`config.mk`:
```
export PLATFORM = sky130hd
export DESIGN_NAME = rgbw_led_pulse_serializer
export DESIGN_NICKNAME = d
export VERILOG_FILES = /design/src/hdl/rgbw_pkg.sv /design/src/hdl/rgbw_led_pulse_serializer.sv /design/src/hdl/rgbw_cfg_regs.sv /design/src/hdl/rgbw_line_core.sv
export SDC_FILE = /design/constraint.sdc
export NUM_CORES = 1
export LEC_CHECK = 0
export BUFFER_PORTS_ARGS = -buffer_cell sky130_fd_sc_hd__buf_2
export CAP_MARGIN = 30
export CORE_MARGIN = 3
export CORE_UTILIZATION = 42
export CTS_CLUSTER_DIAMETER = 50
export DETAILED_ROUTE_END_ITERATION = 8
export PLACE_DENSITY_LB_ADDON = 0.08
export SETUP_SLACK_MARGIN = 0.05
export SKIP_CTS_REPAIR_TIMING = 1
export SYNTH_ARGS = -nofsm -noshare
export SYNTH_HDL_FRONTEND = slang
export SYNTH_SLANG_ARGS = --single-unit
```
`constraint.sdc`:
```
create_clock -name clk -period 6.2 [get_ports clk]
set_input_delay 0.62 -clock clk [delete_from_list [all_inputs] [get_ports clk]]
set_output_delay 0.62 -clock clk [all_outputs]
set_load 0.01 [all_outputs]
```
`src/hdl/rgbw_pkg.sv`:
```
// ----------------------------------------------------------------------------
// rgbw_pkg
// Shared codes and types for the RGBW LED line serializer.
// ----------------------------------------------------------------------------
package rgbw_pkg;

    localparam int CFG_INDEX_W = 2;

    localparam logic [CFG_INDEX_W-1:0] REG_BIT_PERIOD  = 2'd0;
    localparam logic [CFG_INDEX_W-1:0] REG_T0_HIGH     = 2'd1;
    localparam logic [CFG_INDEX_W-1:0] REG_T1_HIGH     = 2'd2;
    localparam logic [CFG_INDEX_W-1:0] REG_RESET_TICKS = 2'd3;

    localparam int BIT_PERIOD_RST  = 250;
    localparam int T0_HIGH_RST     = 60;
    localparam int T1_HIGH_RST     = 120;
    localparam int RESET_TICKS_RST = 60000;

    localparam logic [1:0] PH_IDLE = 2'd0;
    localparam logic [1:0] PH_BITS = 2'd1;
    localparam logic [1:0] PH_GAP  = 2'd2;

    localparam logic KIND_TICK  = 1'b0;
    localparam logic KIND_PIXEL = 1'b1;

    typedef struct packed {
        logic line_level;
        logic pixel_taken;
        logic busy_res;
        logic frame_done;
    } result_t;

endpackage

```
`src/hdl/rgbw_led_pulse_serializer.sv`:
```
// ----------------------------------------------------------------------------
// rgbw_led_pulse_serializer
// Single-wire RGBW LED line serializer: input register, line step logic,
// result register.
// ----------------------------------------------------------------------------
// Each transaction moves from the input register to the result register.
// Throughput: one transaction per cycle; the input register advances into
// the line step whenever the result register is empty or being taken.
// Reset: rst_n clears all control state; timing registers return to
// 250 / 60 / 120 / 60000 ticks. No clearing pass.
module rgbw_led_pulse_serializer
    import rgbw_pkg::*;
#(
    parameter int PIXEL_BITS = 32,
    parameter int TICK_WIDTH = 12,
    parameter int GAP_WIDTH  = 20,
    parameter int CFG_W      = 20
)
(
    input  logic                   clk,
    input  logic                   rst_n,
    input  logic                   cfg_write,
    input  logic [CFG_INDEX_W-1:0] cfg_index,
    input  logic [CFG_W-1:0]       cfg_data,
    input  logic                   item_valid,
    output logic                   item_ready,
    input  logic                   kind,
    input  logic [7:0]             green,
    input  logic [7:0]             red,
    input  logic [7:0]             blue,
    input  logic [7:0]             white,
    input  logic                   last_pixel,
    output logic                   result_valid,
    input  logic                   result_ready,
    output logic                   line_level,
    output logic                   pixel_taken,
    output logic                   busy_res,
    output logic                   frame_done
);

    logic [TICK_WIDTH-1:0] bit_period;
    logic [TICK_WIDTH-1:0] t0_high;
    logic [TICK_WIDTH-1:0] t1_high;
    logic [GAP_WIDTH-1:0]  reset_ticks;

    logic                  in_valid_reg;
    logic                  kind_reg;
    logic [PIXEL_BITS-1:0] pixel_reg;
    logic                  last_reg;
    logic [31:0]           pixel_full;

    logic                  res_valid_reg;
    result_t               res_reg;
    result_t               step_result;
    logic                  advance;

    assign pixel_full = {green, red, blue, white};
    assign advance    = in_valid_reg && (!res_valid_reg || result_ready);
    assign item_ready = !in_valid_reg || advance;

    rgbw_cfg_regs #(
        .TICK_WIDTH (TICK_WIDTH),
        .GAP_WIDTH  (GAP_WIDTH),
        .CFG_W      (CFG_W)
    ) u_cfg_regs (
        .clk         (clk),
        .rst_n       (rst_n),
        .cfg_write   (cfg_write),
        .cfg_index   (cfg_index),
        .cfg_data    (cfg_data),
        .bit_period  (bit_period),
        .t0_high     (t0_high),
        .t1_high     (t1_high),
        .reset_ticks (reset_ticks)
    );

    rgbw_line_core #(
        .PIXEL_BITS (PIXEL_BITS),
        .TICK_WIDTH (TICK_WIDTH),
        .GAP_WIDTH  (GAP_WIDTH)
    ) u_line_core (
        .clk         (clk),
        .rst_n       (rst_n),
        .step_en     (advance),
        .kind        (kind_reg),
        .pixel       (pixel_reg),
        .last_pixel  (last_reg),
        .bit_period  (bit_period),
        .t0_high     (t0_high),
        .t1_high     (t1_high),
        .reset_ticks (reset_ticks),
        .result      (step_result)
    );

    // input register
    always_ff @(posedge clk or negedge rst_n)
    begin
        if (!rst_n)
        begin
            in_valid_reg <= 1'b0;
        end
        else if (item_ready)
        begin
            in_valid_reg <= item_valid;
        end
    end

    always_ff @(posedge clk)
    begin
        if (item_valid && item_ready)
        begin
            kind_reg  <= kind;
            pixel_reg <= pixel_full[31 -: PIXEL_BITS];
            last_reg  <= last_pixel;
        end
    end

    // result register
    always_ff @(posedge clk or negedge rst_n)
    begin
        if (!rst_n)
        begin
            res_valid_reg <= 1'b0;
        end
        else if (advance)
        begin
            res_valid_reg <= 1'b1;
        end
        else if (result_ready)
        begin
            res_valid_reg <= 1'b0;
        end
    end

    always_ff @(posedge clk)
    begin
        if (advance)
        begin
            res_reg <= step_result;
        end
    end

    assign result_valid = res_valid_reg;
    assign line_level   = res_reg.line_level;
    assign pixel_taken  = res_reg.pixel_taken;
    assign busy_res     = res_reg.busy_res;
    assign frame_done   = res_reg.frame_done;

endmodule

```
`src/hdl/rgbw_cfg_regs.sv`:
```
// ----------------------------------------------------------------------------
// rgbw_cfg_regs
// Timing registers of the serializer, written through a plain write port.
// ----------------------------------------------------------------------------
module rgbw_cfg_regs
    import rgbw_pkg::*;
#(
    parameter int TICK_WIDTH = 12,
    parameter int GAP_WIDTH  = 20,
    parameter int CFG_W      = 20
)
(
    input  logic                   clk,
    input  logic                   rst_n,
    input  logic                   cfg_write,
    input  logic [CFG_INDEX_W-1:0] cfg_index,
    input  logic [CFG_W-1:0]       cfg_data,
    output logic [TICK_WIDTH-1:0]  bit_period,
    output logic [TICK_WIDTH-1:0]  t0_high,
    output logic [TICK_WIDTH-1:0]  t1_high,
    output logic [GAP_WIDTH-1:0]   reset_ticks
);

    logic [TICK_WIDTH-1:0] bit_period_reg;
    logic [TICK_WIDTH-1:0] t0_high_reg;
    logic [TICK_WIDTH-1:0] t1_high_reg;
    logic [GAP_WIDTH-1:0]  reset_ticks_reg;

    always_ff @(posedge clk or negedge rst_n)
    begin
        if (!rst_n)
        begin
            bit_period_reg  <= TICK_WIDTH'(BIT_PERIOD_RST);
            t0_high_reg     <= TICK_WIDTH'(T0_HIGH_RST);
            t1_high_reg     <= TICK_WIDTH'(T1_HIGH_RST);
            reset_ticks_reg <= GAP_WIDTH'(RESET_TICKS_RST);
        end
        else if (cfg_write)
        begin
            case (cfg_index)
                REG_BIT_PERIOD:  bit_period_reg  <= cfg_data[TICK_WIDTH-1:0];
                REG_T0_HIGH:     t0_high_reg     <= cfg_data[TICK_WIDTH-1:0];
                REG_T1_HIGH:     t1_high_reg     <= cfg_data[TICK_WIDTH-1:0];
                REG_RESET_TICKS: reset_ticks_reg <= cfg_data[GAP_WIDTH-1:0];
                default:         ;
            endcase
        end
    end

    assign bit_period  = bit_period_reg;
    assign t0_high     = t0_high_reg;
    assign t1_high     = t1_high_reg;
    assign reset_ticks = reset_ticks_reg;

endmodule

```
`src/hdl/rgbw_line_core.sv`:
```
// ----------------------------------------------------------------------------
// rgbw_line_core
// Line state: hold register, bit shifter, tick and gap counters; one step per
// transaction, result formed combinationally.
// ----------------------------------------------------------------------------
module rgbw_line_core
    import rgbw_pkg::*;
#(
    parameter int PIXEL_BITS = 32,
    parameter int TICK_WIDTH = 12,
    parameter int GAP_WIDTH  = 20
)
(
    input  logic                  clk,
    input  logic                  rst_n,
    input  logic                  step_en,
    input  logic                  kind,
    input  logic [PIXEL_BITS-1:0] pixel,
    input  logic                  last_pixel,
    input  logic [TICK_WIDTH-1:0] bit_period,
    input  logic [TICK_WIDTH-1:0] t0_high,
    input  logic [TICK_WIDTH-1:0] t1_high,
    input  logic [GAP_WIDTH-1:0]  reset_ticks,
    output result_t               result
);

    localparam int BL_W = $clog2(PIXEL_BITS + 1);

    logic [PIXEL_BITS-1:0] shift_reg, shift_next;
    logic [BL_W-1:0]       bits_left_reg, bits_left_next;
    logic [TICK_WIDTH-1:0] tick_reg, tick_next;
    logic [1:0]            phase_reg, phase_next;
    logic [GAP_WIDTH-1:0]  gap_reg, gap_next;
    logic [PIXEL_BITS-1:0] held_pixel_reg, held_pixel_next;
    logic                  held_valid_reg, held_valid_next;
    logic                  held_last_reg, held_last_next;
    logic                  cur_last_reg, cur_last_next;

    logic [TICK_WIDTH-1:0] period;
    logic [TICK_WIDTH-1:0] tick_inc;
    logic [GAP_WIDTH-1:0]  gap_inc;
    logic [TICK_WIDTH-1:0] high_time;

    assign period = (bit_period == '0) ? TICK_WIDTH'(1) : bit_period;

    always_comb
    begin
        shift_next      = shift_reg;
        bits_left_next  = bits_left_reg;
        tick_next       = tick_reg;
        phase_next      = phase_reg;
        gap_next        = gap_reg;
        held_pixel_next = held_pixel_reg;
        held_valid_next = held_valid_reg;
        held_last_next  = held_last_reg;
        cur_last_next   = cur_last_reg;
        result          = '0;
        tick_inc        = '0;
        gap_inc         = '0;
        high_time       = '0;

        if (kind == KIND_PIXEL)
        begin
            if (!held_valid_reg)
            begin
                held_pixel_next    = pixel;
                held_last_next     = last_pixel;
                held_valid_next    = 1'b1;
                result.pixel_taken = 1'b1;
            end
            high_time         = shift_reg[PIXEL_BITS-1] ? t1_high : t0_high;
            result.line_level = (phase_reg == PH_BITS) && (tick_reg < high_time);
            result.busy_res   = (phase_reg == PH_BITS) || (phase_reg == PH_GAP);
        end
        else
        begin
            // start the held pixel on an idle line
            if (phase_reg != PH_BITS && phase_reg != PH_GAP)
            begin
                phase_next = PH_IDLE;
                if (held_valid_reg)
                begin
                    shift_next      = held_pixel_reg;
                    bits_left_next  = BL_W'(PIXEL_BITS);
                    tick_next       = '0;
                    cur_last_next   = held_last_reg;
                    held_valid_next = 1'b0;
                    phase_next      = PH_BITS;
                end
            end

            high_time         = shift_next[PIXEL_BITS-1] ? t1_high : t0_high;
            result.busy_res   = (phase_next != PH_IDLE);
            result.line_level = (phase_next == PH_BITS) && (tick_next < high_time);

            if (phase_next == PH_BITS)
            begin
                tick_inc = tick_next + TICK_WIDTH'(1);
                if (tick_inc >= period)
                begin
                    tick_next  = '0;
                    shift_next = {shift_next[PIXEL_BITS-2:0], 1'b0};
                    if (bits_left_next != '0)
                    begin
                        bits_left_next = bits_left_next - BL_W'(1);
                    end
                    if (bits_left_next == '0)
                    begin
                        if (cur_last_next)
                        begin
                            if (reset_ticks == '0)
                            begin
                                result.frame_done = 1'b1;
                                phase_next        = PH_IDLE;
                            end
                            else
                            begin
                                phase_next = PH_GAP;
                                gap_next   = '0;
                            end
                        end
                        else if (held_valid_next)
                        begin
                            // chain the held pixel with no gap
                            shift_next      = held_pixel_reg;
                            bits_left_next  = BL_W'(PIXEL_BITS);
                            cur_last_next   = held_last_reg;
                            held_valid_next = 1'b0;
                            phase_next      = PH_BITS;
                        end
                        else
                        begin
                            phase_next = PH_IDLE;
                        end
                    end
                end
                else
                begin
                    tick_next = tick_inc;
                end
            end
            else if (phase_next == PH_GAP)
            begin
                gap_inc  = gap_reg + GAP_WIDTH'(1);
                gap_next = gap_inc;
                if (gap_inc >= reset_ticks)
                begin
                    result.frame_done = 1'b1;
                    phase_next        = PH_IDLE;
                end
            end
        end
    end

    always_ff @(posedge clk or negedge rst_n)
    begin
        if (!rst_n)
        begin
            shift_reg      <= '0;
            bits_left_reg  <= '0;
            tick_reg       <= '0;
            phase_reg      <= PH_IDLE;
            gap_reg        <= '0;
            held_valid_reg <= 1'b0;
            held_last_reg  <= 1'b0;
            cur_last_reg   <= 1'b0;
        end
        else if (step_en)
        begin
            shift_reg      <= shift_next;
            bits_left_reg  <= bits_left_next;
            tick_reg       <= tick_next;
            phase_reg      <= phase_next;
            gap_reg        <= gap_next;
            held_valid_reg <= held_valid_next;
            held_last_reg  <= held_last_next;
            cur_last_reg   <= cur_last_next;
        end
    end

    always_ff @(posedge clk)
    begin
        if (step_en)
        begin
            held_pixel_reg <= held_pixel_next;
        end
    end

endmodule

```
==> impl_metrics.toml, run 1 <==
[clocking]
cts.sinks = 203
cts_buffers = 30
clock_path_buffers = 3
insertion_delay_ps = 550
ctsHtreeMaxLevel = 1
cts_tree = "yes"
cts-root-buf = "clkbuf_16"
path_clk_slew_ps = 60

[worst_setup_path]
critPathRequiredTime_ps = 6640
rrSetupSlack_ps = 1570
critical_path_arrival_ps = 5070
r2r_start = "u_line_core.phase_reg[0]$_DFFE_PN0P_"
cp-start-kind = "register"
path_class = "register to register"
r2r-end = "u_line_core.bits_left_reg[0]$_DFFE_PN0P_"
ff2ff_path_depth = 18
endpoint = "u_line_core.bits_left_reg[0]$_DFFE_PN0P_"
critPathLaunch = "u_line_core.phase_reg[0]$_DFFE_PN0P_"
endpoint_kind = "register"
path_max_fanout = 20

[placement]
place_ws_ps = 1595
port-buffer-count = 66
dpl.hpwl_um = 18470
place.gp.congestion = 0.8356

[cells_and_area]
final_core_util = 0.4990
n_antenna_cell = 0
area_growth_pct = 16.02
nNetsFinal = 1283
final_cell_mix = "nand2_1 (196), dfrtp_1 (112), o211ai_1 (77), edfxtp_1 (70), buf_2 (65)"
layout_commonest_cell = "nand2_1"
layout-drive-gt1-share = 0.1922

[sta]
fmax_mhz = 216.1
min_period_over_period = 0.7464
clock_skew_ps = 11.34
worst_slack_ps = 1573
fin_crit_ps = 4627
slew_headroom = 0.3893
worstMarginPinSlew_ps = 912.7
grt_setup_unrepaired = "false"
setup_viol = 0
maxSlewViolCount = 0
hold_viol_final = 0
tns_ps = 0

[grt]
antenna_found_initial = 0
overflow = 0
grt_pass1_wl_um = 45420
grt_max_degree = 95
grt_pass1_vias = 8237
grt.total_usage = 0.1926

[floorplan]
pin_count = 67
die_x_um = 170.0
rows = 59
dieArea_mm2 = 0.02891
start_util = 0.4301
core-area_mm2 = 0.02628
die_h_um = 170.0

[power]
pwr-share-seq = 0.378
power.leakage_nw = 5.566
switching_share = 0.3217
power_density_mw_per_mm2 = 370.0
clock_power_share = 0.364
ir_drop_uv = 202.2
p_sw_mw = 1.560
comb_power_share = 0.257
p_int_mw = 3.291

[synth]
synthArstFlopShare = 0.6552
synthesis.nets = 1230
synth_ff_type = "dfrtp_1"
yosysSeqAreaShare = 0.4828
synth_cells = 1109
ys_seq_elements = 203
syn_area_per_cell_um2 = 10.19
syn_area_mm2 = 0.01130
yosys_warnings = 0
synth_edf_count = 70
yosysUniqueCellTypes = 67

[detailed_routing]
num_vias = 8473
drc = 0
ant_nets = 0
wl_per_cell_um = 18.15
wirelength_um = 27610
drt-initial-drc-count = 605
first_pass_iters = 5
viasPerCell = 5.571

[hold_path]
hp-class = "input port to register"
whs_path_depth = 1

[run]
maxCapViolations = 0

[run_status]
outcome = "completed"
[through the flow]
| stage | instance area [um^2] | hold WS [ps] | total power, mW | std cells |
|---|---|---|---|---|
| after floorplan | 11300 | 324.4 | 2.728 | 1109 |
| after global placement | 11970 | 401.3 | 3.090 | 1460 |
| after detailed placement | 12030 | 404.5 | 3.098 | 1463 |
| after CTS | 13080 | 208.9 | 4.893 | 1519 |
| after global routing | 13110 | 219.6 | 5.157 | 1521 |
| final | 13110 | 238.9 | 4.851 | 1521 |
[worst min path at each step]
stage	startpoint	to
4_1_cts	rst_n	u_cfg_regs.t0_high[7]$_DFFE_PN0P_
3_3_place_gp	pixel_reg[10]$_DFFE_PP_	u_line_core.held_pixel_reg[10]$_DFFE_PP_
5_1_grt	white[5]	pixel_reg[5]$_DFFE_PP_
6_report	white[2]	pixel_reg[2]$_DFFE_PP_
2_1_floorplan	rst_n	in_valid_reg$_DFFE_PN0N_
3_5_place_dp	pixel_reg[11]$_DFFE_PP_	u_line_core.held_pixel_reg[11]$_DFFE_PP_
[Yosys cell counts (5+ instances only)]
cell | n | area share
a21o_1 | 15 | 0.010
a21oi_1 | 26 | 0.012
a22oi_1 | 10 | 0.0066
a31oi_1 | 7 | 0.0039
and2_1 | 9 | 0.0050
and3_1 | 8 | 0.0044
buf_1 | 9 | 0.0030
buf_2 | 7 | 0.0031
clkbuf_1 | 50 | 0.017
dfrtp_1 | 112 | 0.25
dfstp_2 | 21 | 0.049
edfxtp_1 | 70 | 0.19
ha_1 | 60 | 0.066
inv_1 | 53 | 0.018
mux2_2 | 47 | 0.047
mux2i_1 | 60 | 0.053
nand2_1 | 197 | 0.065
nand2b_1 | 10 | 0.0055
nand3_1 | 21 | 0.0093
nand4_1 | 9 | 0.0050
nor2_1 | 34 | 0.011
nor2b_1 | 5 | 0.0028
nor3_1 | 17 | 0.0075
nor4_1 | 13 | 0.0072
o211ai_1 | 77 | 0.051
o21ai_0 | 57 | 0.025
o31ai_1 | 5 | 0.0033
or2_2 | 6 | 0.0033
or3_1 | 5 | 0.0028
xnor2_1 | 12 | 0.0093
xor2_1 | 5 | 0.0039
[critical path, stage by stage, from the launching register on]
cell and delay [ps]:
dfrtp_1 410, inv_1 90, ha_1 460, nand2_2 220, and2_1 240, ha_1 260, and4_1 200, nand3_1 140
nor2_1 70, a21o_1 160, ha_1 270, and2_1 150, a221oi_1 240, o21ai_0 130, buf_4 180, a31oi_4 600
buf_4 380, nor3_1 80, a221oi_1 230
[kinds of logic (layout without fill, tap and decap cells)]
family / Yosys count / after routing / share of synthesized area
compound gates: 244 / 244 / 0.1480
xor+xnor: 17 / 17 / 0.01317
fa+ha+maj: 61 / 61 / 0.06731
buf+inv: 120 / 197 / 0.04129
flops: 203 / 203 / 0.4828
mux: 108 / 108 / 0.1013
simple gates: 356 / 356 / 0.1461
[cell type report]
cell class | instances | area (um^2)
sequential | 203 | 5456
clock inverter | 18 | 235.2
clock buffer | 38 | 812.0
tap | 335 | 419.2
fill | 2442 | 13170
multi-input combinational | 786 | 5431
timing repair buffer | 88 | 559.3
inverter | 53 | 198.9
[per-layer routing]
metal	GRT usage	part of all wire	wire, um	up-vias
met4	0.04762	0.023	641	0
li1	-	-	-	4160
met3	0.02439	0.038	1047	41
met1	0.2870	0.49	13520	4093
met2	0.2993	0.45	12400	179
met5	0	0	0	-
[power by group through the flow]
stage,clock [mW],sequential [mW],combinational (mW)
floorplan,0,1.77,0.958
detailed placement,0,1.85,1.24
finish,1.77,1.84,1.25
global route,1.86,1.87,1.43
CTS,1.81,1.83,1.25
global placement,0,1.85,1.24
Power figures use the tool's default switching activity.
==> inputs of run 2 (changes only) <==
- clock period: 6.2 -> 4.8 ns (I/O delays scaled with it)
==> run 2 against run 1 <==
Non-clock buffer count increased by 7. Core utilization increased by 0.11 points. Power grew 30%. Via count is 0.14% lower. Critical path depth shrank 1. Global-route usage barely moved. Combinational power increased by 31%. Clock skew is 4.2 ps higher. Design area increased by 0.22%. Sequential power rose by 29%. Count of clock-buffer cells in the layout down 4. Critical path type unchanged. Largest power group unchanged.
==> impl_metrics.toml, run 2 (synthesized netlist as in run 1, its figures left out) <==
[power]
power_density_mw_per_mm2 = 478.7
power.leakage_nw = 5.578
ir_drop_uv = 287.6

[worst_setup_path]
rrSetupSlack_ps = 460
critPathRequiredTime_ps = 5220
cp-start-kind = "register"
ff2ff_path_depth = 17
path_max_fanout = 16
r2r_start = "u_line_core.phase_reg[0]$_DFFE_PN0P_"
critical_path_arrival_ps = 4760
r2r-end = "u_line_core.shift_reg[0]$_DFFE_PN0P_"
path_class = "register to register"
endpoint_kind = "register"

[sta]
min_period_over_period = 0.9035
tns_ps = 0
hold_viol_final = 0
clock_skew_ps = 15.57
setup_viol = 0
worstMarginPinSlew_ps = 863.8
fmax_mhz = 230.6
fin_crit_ps = 4337
slew_headroom = 0.4241
maxSlewViolCount = 0
grt_setup_unrepaired = "false"

[clocking]
cts.sinks = 203
insertion_delay_ps = 540
cts-root-buf = "clkbuf_16"
path_clk_slew_ps = 60
cts_buffers = 29
ctsHtreeMaxLevel = 1
clock_path_buffers = 3
cts_tree = "yes"

[grt]
antenna_found_initial = 0
grt_pass1_wl_um = 45330
overflow = 0
grt.total_usage = 0.1927
grt_pass1_vias = 8290
grt_max_degree = 89

[detailed_routing]
ant_nets = 0
drc = 0
wirelength_um = 27760
first_pass_iters = 5
drt-initial-drc-count = 566
num_vias = 8461
wl_per_cell_um = 18.19
viasPerCell = 5.545

[cells_and_area]
layout-drive-gt1-share = 0.1973
area_growth_pct = 16.27
layout_commonest_cell = "nand2_1"
nNetsFinal = 1289
final_core_util = 0.5000
n_antenna_cell = 0
final_cell_mix = "nand2_1 (196), dfrtp_1 (112), o211ai_1 (77), edfxtp_1 (70), buf_2 (65)"

[placement]
port-buffer-count = 66
place.gp.congestion = 0.8462
dpl.hpwl_um = 18800

[floorplan]
rows = 59
die_x_um = 170.0
die_h_um = 170.0
pin_count = 67
core-area_mm2 = 0.02628
dieArea_mm2 = 0.02891
start_util = 0.4301

[hold_path]
whs_path_depth = 1
hp-class = "input port to register"
holdPathEnd = "pixel_reg[8]$_DFFE_PP_"
min_from = "blue[0]"

[run_status]
outcome = "completed"

[run]
maxCapViolations = 0
[run 2: stage by stage]
stage	cell area [um^2]	hold slack, ps	power [mW]	std cells	worst slack, ps
finish	13140	115.2	6.291	1526	463.4
global route	13140	80.43	6.694	1526	153.7
CTS	13120	-236.1	6.344	1523	275.4
detailed placement	12080	343.3	4.030	1469	255.9
global placement	12040	400.9	4.003	1467	383.1
floorplan	11300	184.4	3.524	1109	317.3
[run 2: cell type report]
| class | count | area [um^2] |
|---|---|---|
| inverters | 53 | 198.9 |
| well taps | 335 | 419.2 |
| flip-flops and latches | 203 | 5456 |
| repair buffers | 95 | 596.8 |
| multi-input cells | 786 | 5431 |
| clock inverters | 20 | 284.0 |
| clock buffers | 34 | 754.5 |
| fillers | 2390 | 13140 |
[run 2: power breakdown]
part / total (mW) / internal, mW / switching (mW)
Clock: 2.27 / 1.46 / 0.814
Combinational: 1.64 / 0.738 / 0.902
Sequential: 2.38 / 2.11 / 0.275
[run 2: worst max path at each step]
stage / startpoint / endpoint / slack [ps] / depth (start not counted)
after floorplan: u_line_core.phase_reg[0]$_DFFE_PN0P_ / u_line_core.gap_reg[15]$_DFFE_PN0P_ / 320 / 20
final: u_line_core.phase_reg[0]$_DFFE_PN0P_ / u_line_core.shift_reg[0]$_DFFE_PN0P_ / 460 / 17
after global placement: u_line_core.phase_reg[0]$_DFFE_PN0P_ / u_line_core.shift_reg[5]$_DFFE_PN0P_ / 380 / 17
after CTS: u_line_core.phase_reg[0]$_DFFE_PN0P_ / u_line_core.shift_reg[4]$_DFFE_PN0P_ / 280 / 17
after detailed placement: u_line_core.phase_reg[0]$_DFFE_PN0P_ / u_line_core.gap_reg[16]$_DFFE_PN0P_ / 260 / 17
after global routing: u_line_core.phase_reg[0]$_DFFE_PN0P_ / u_line_core.shift_reg[0]$_DFFE_PN0P_ / 150 / 17
[run 2: critical path: stages, from the launching register on]
cell and delay [ps]:
dfrtp_1 410, inv_1 80, ha_1 460, nand2_2 210, and2_1 230, ha_1 270, and4_1 210, nand3_1 130
nor2_1 70, a21o_1 160, ha_1 270, and2_1 150, a221oi_1 270, o21ai_1 250, a31oi_4 550, buf_12 220
nor3b_1 60, a211o_1 220
[run 2: layer usage]
metal  part of all wire  track usage
met1               0.49       0.2771
met2               0.45       0.3129
met3              0.037      0.02439
met4              0.021      0.04409
met5                  0            0
